$ cat config.mk
export PLATFORM = sky130hd
export DESIGN_NAME = rgbr_ram
export DESIGN_NICKNAME = d
export VERILOG_FILES = /design/src/hdl/rgbr_ram.sv
export SDC_FILE = /design/constraint.sdc
export NUM_CORES = 1
export LEC_CHECK = 0
export ABC_CLOCK_PERIOD_IN_PS = 2100
export BUFFER_PORTS_ARGS = -buffer_cell sky130_fd_sc_hd__buf_2
export CAP_MARGIN = 5
export CORE_UTILIZATION = 55
export CTS_BUF_LIST = sky130_fd_sc_hd__clkbuf_16
export DETAILED_ROUTE_END_ITERATION = 6
export PLACE_DENSITY = 0.8
export SLEW_MARGIN = 10
export SYNTH_ARGS = -nofsm -noshare
export SYNTH_HDL_FRONTEND = slang
export SYNTH_SLANG_ARGS = --single-unit
$ cat constraint.sdc
create_clock -name clk_i -period 2.1 [get_ports clk_i]
set_input_delay 0.21 -clock clk_i [delete_from_list [all_inputs] [get_ports clk_i]]
set_output_delay 0.21 -clock clk_i [all_outputs]
set_load 0.01 [all_outputs]
$ cat src/hdl/rgbr_ram.sv
// generic single-port-write, single-port-read ram with registered read data
`default_nettype none

module rgbr_ram #(
  parameter int unsigned WIDTH = 24,
  parameter int unsigned DEPTH = 20
) (
  input  wire                       clk_i,
  input  wire                       we_i,
  input  wire [$clog2(DEPTH)-1:0]   waddr_i,
  input  wire [WIDTH-1:0]           wdata_i,
  input  wire [$clog2(DEPTH)-1:0]   raddr_i,
  output logic [WIDTH-1:0]          rdata_o
);

  logic [WIDTH-1:0] mem_q [DEPTH];

  // write port
  always_ff @(posedge clk_i) begin
    if (we_i) begin
      mem_q[waddr_i] <= wdata_i;
    end
  end

  // registered read port
  always_ff @(posedge clk_i) begin
    rdata_o <= mem_q[raddr_i];
  end

endmodule

`default_nettype wire

**Word-level counts from Yosys, hierarchy flattened**

Memory sizes are Yosys's and may differ from the RTL's. A register that Yosys moved wholly into a read port is not among the register bits.
Cells that the tools add are included.

- Flip-flop bits (word level): 0
- Memories kept: 1
- Memory bits (writable): 480
- Logic and storage cells: 3

- Mux-type cells: 2

Memory list:

| name | words | bits a word | read ports | clocked after Yosys merged registers in | write ports | RTL line | source |
|---|---|---|---|---|---|---|---|
| mem_q | 20 | 24 | 1 | 1 | 1 | 16 | `logic [WIDTH-1:0] mem_q [DEPTH];` |

Operators with widths:

| kind | number |
|---|---|
| 1-bit two-way mux | 2 |

**Longest topological paths before layout**

- Depth after elaboration: 2
- Mapped depth: 7

**Worst setup path after synthesis**

No wires, ideal clock.

- Path type: input -> register
- From: input waddr_i[1]
- To: memory mem_q[12][0], enable pin
- Path buffers: 0
- Path slack: -91 ps
- Stages on the path: 2
- Arrival: 1,786 ps
- Cell sequence: or3b_2 -> nor2_1

RTL lines:

| what | RTL line | source |
|---|---|---|
| start: declaration | 10 | `input wire [$clog2(DEPTH)-1:0] waddr_i,` |
| end: declaration | 16 |  |

Straight into the memory's write port.

==> flow_metrics.env <==
export IMPL_hold_path_depth=3
export IMPL_layout_nets=1157
export IMPL_finalWirelength_um=43300
export IMPL_grt_max_degree=34
export IMPL_skew_ps=11.8
export IMPL_synthTopCellsByArea="edfxtp_1 75%, mux2i_1 10%, mux4_2 2.8%"
export IMPL_chipHeight_um=188
export IMPL_p_leak_nw=7.66
export IMPL_fillers=2177
export IMPL_reg2reg_depth=3
export IMPL_hold_viol=0
export IMPL_hpwl_um=24200
export IMPL_ys_types=25
export IMPL_setup_tns_final_ps=0
export IMPL_cp_start_kind="register"
export IMPL_p_total_mw=20.2
export IMPL_finalSetupViolCount=0
export IMPL_fin_crit_sh_pct=69.0
export IMPL_synthCells=1005
export IMPL_relSlewSlack_pct=59.3
export IMPL_syn_num_nets=1041
export IMPL_clk_pin_slew_ps=60
export IMPL_final_max_slew_viol_count=0
export IMPL_drtAntennaViolNets=0
export IMPL_status="completed"
export IMPL_powerDensity_nw_per_um2=920
export IMPL_ys_top_cells_by_count="480 x edfxtp_1, 192 x mux2i_1, 73 x nand2_1, 28 x o22ai_1"
export IMPL_ctsResizeCount=0
export IMPL_firstDrtPassIters=5
export IMPL_first_global_vias=10443
export IMPL_rows=67
export IMPL_rsz0062_at_grt="no"
export IMPL_worstPathMaxFanout=1
export IMPL_worstPathArrival_ps=1850
export IMPL_cp_required_ps=2510
export IMPL_multiInputGateArea_um2=4040
export IMPL_numCtsBuffers=47
export IMPL_die_w_um=188
export IMPL_worst_pin_slew_ps=608
export IMPL_synth_edff_count=480
export IMPL_routed_via_density=6.23
export IMPL_num_io_pins=60
export IMPL_grt_pass1_wl_um=64100
export IMPL_post_cts_buffers=0
export IMPL_portBuffers=59
export IMPL_hold_buffers=0
export IMPL_n_antenna_cell=0
export IMPL_insertion_delay_ps=540
export IMPL_yosysMostFrequentCell="edfxtp_1"
export IMPL_critPathKind="reg -> reg"
export IMPL_tritoncts="done"
export IMPL_drc=0
export IMPL_grt_overflow_total=0
export IMPL_gp_congestion=0.796
export IMPL_grt_antenna_before_repair=1
export IMPL_endpoint_kind="register"
export IMPL_netlist_area_leader_share_pct=75.4
export IMPL_start_util_pct=56.4
export IMPL_ir_drop_mv=0.826
export IMPL_area_growth_pct=15.1
export IMPL_num_vias=10016
export IMPL_avgSynthCellArea_um2=19.0
export IMPL_cts_htree_levels=2
export IMPL_timing_fmax_mhz=690
export IMPL_seqCellArea_um2=14900
export IMPL_synth_seq_area_share_pct=77.9
export IMPL_root_buffer="clkbuf_16"
export IMPL_synth_async_reset_ratio_pct=0
export IMPL_wire_per_inst_um=26.9
export IMPL_dieArea_um2=35500
export IMPL_max_cap_violations=0
export IMPL_hold_class="in -> reg"
export IMPL_drive_gt1_share_pct=21.7
export IMPL_period_minus_slack_ps=1450
export IMPL_yosysTopAreaCell="edfxtp_1"
export IMPL_groute_usage_overall_pct=24.9
export IMPL_yosys_warnings=0
export IMPL_cts_sinks=504
export IMPL_synth_area_um2=19100
export IMPL_coreArea_um2=33900
export IMPL_clk_path_buf_depth=3
export IMPL_ys_ff_latch=504
export IMPL_synth_ff_type="edfxtp_1"
export IMPL_first_iter_violations=999
power breakdown:
part	total (mW)	switching [mW]	leakage, nW	internal (mW)
Sequential	11.2	0.0597	4.53	11.2
Combinational	1.02	0.650	2.35	0.374
Clock	8.00	3.44	0.784	4.56
Total	20.2	4.14	7.66	16.1
per-layer routing:
layer / vias up / part of all wire (%) / track usage [%]
met2: 538 / 47 / 39.1
met4: 2 / 2.7 / 7.88
met1: 5101 / 40 / 35.0
li1: 4283 / - / -
met5: - / 0.025 / 0
met3: 92 / 9.7 / 5.55
worst max-delay path, cell delays in order (launching register included):
cell	delay, ps
edfxtp_1	380
mux4_2	460
a211oi_1	350
nand2_1	130
flip-flops by register name, summed over array words and instances, names as in the netlist:
| signal | cells |
|---|---|
| mem_q | 480 |
| rdata_o | 24 |
logic make-up (layout without fill, tap and decap cells):
family / after synthesis / in the layout / synth area share, %
mux: 216 / 216 / 12.9
simple gates: 135 / 135 / 3.30
compound gates: 96 / 96 / 4.11
flops: 504 / 504 / 77.9
buf+inv: 54 / 208 / 1.79
metrics by stage:
stage	utilization, %	instances	hold slack (ps)	setup WS (ps)	cell area [um2]
final	65.0	1607	68.5	652	22000
after global routing	65.0	1607	67.6	619	22000
after CTS	65.0	1607	38.1	652	22000
after detailed placement	60.6	1520	598	215	20500
after global placement	60.6	1520	580	264	20500
after floorplan	-	1005	309	-90.7	19100
cells in the final DEF, fill, tap and decap left out, types with 2 or more instances in the layout:
cell | synthesis | routed
nand3b_1 | 3 | 3
o22ai_1 | 28 | 28
nand4_1 | 24 | 24
buf_2 | 12 | 58
buf_4 | 14 | 40
or3b_2 | 3 | 3
clkinv_2 | 0 | 7
dfxtp_1 | 24 | 24
nor2_2 | 0 | 2
clkbuf_16 | 0 | 49
nand2_1 | 73 | 73
a211oi_1 | 24 | 24
o22ai_2 | 20 | 20
mux2i_1 | 192 | 192
bufinv_16 | 0 | 3
nor2b_2 | 0 | 2
nand4bb_1 | 2 | 2
nor2_4 | 0 | 20
edfxtp_1 | 480 | 480
buf_12 | 0 | 22
clkinv_1 | 0 | 9
inv_1 | 0 | 18
mux4_2 | 24 | 24
a22oi_1 | 24 | 24
worst paths after layout:
check | startpoint | end | slack [ps]
worst max-delay path | mem_q[16][10] | rdata_o[10] | 650
worst min-delay path | raddr_i[4] | rdata_o[23] | 70
worst max register to register | mem_q[16][10] | rdata_o[10] | 650
worst min register to register | mem_q[10][3] | rdata_o[3] | 630
cell type report:
| type | count | area share [%] |
|---|---|---|
| clock inverters | 38 | 1.06 |
| multi-input cells | 447 | 18.4 |
| flip-flops and latches | 504 | 67.7 |
| repair buffers | 121 | 4.75 |
| clock buffers | 49 | 5.57 |
| well taps | 448 | 2.55 |
Power figures use the tool's default switching activity.
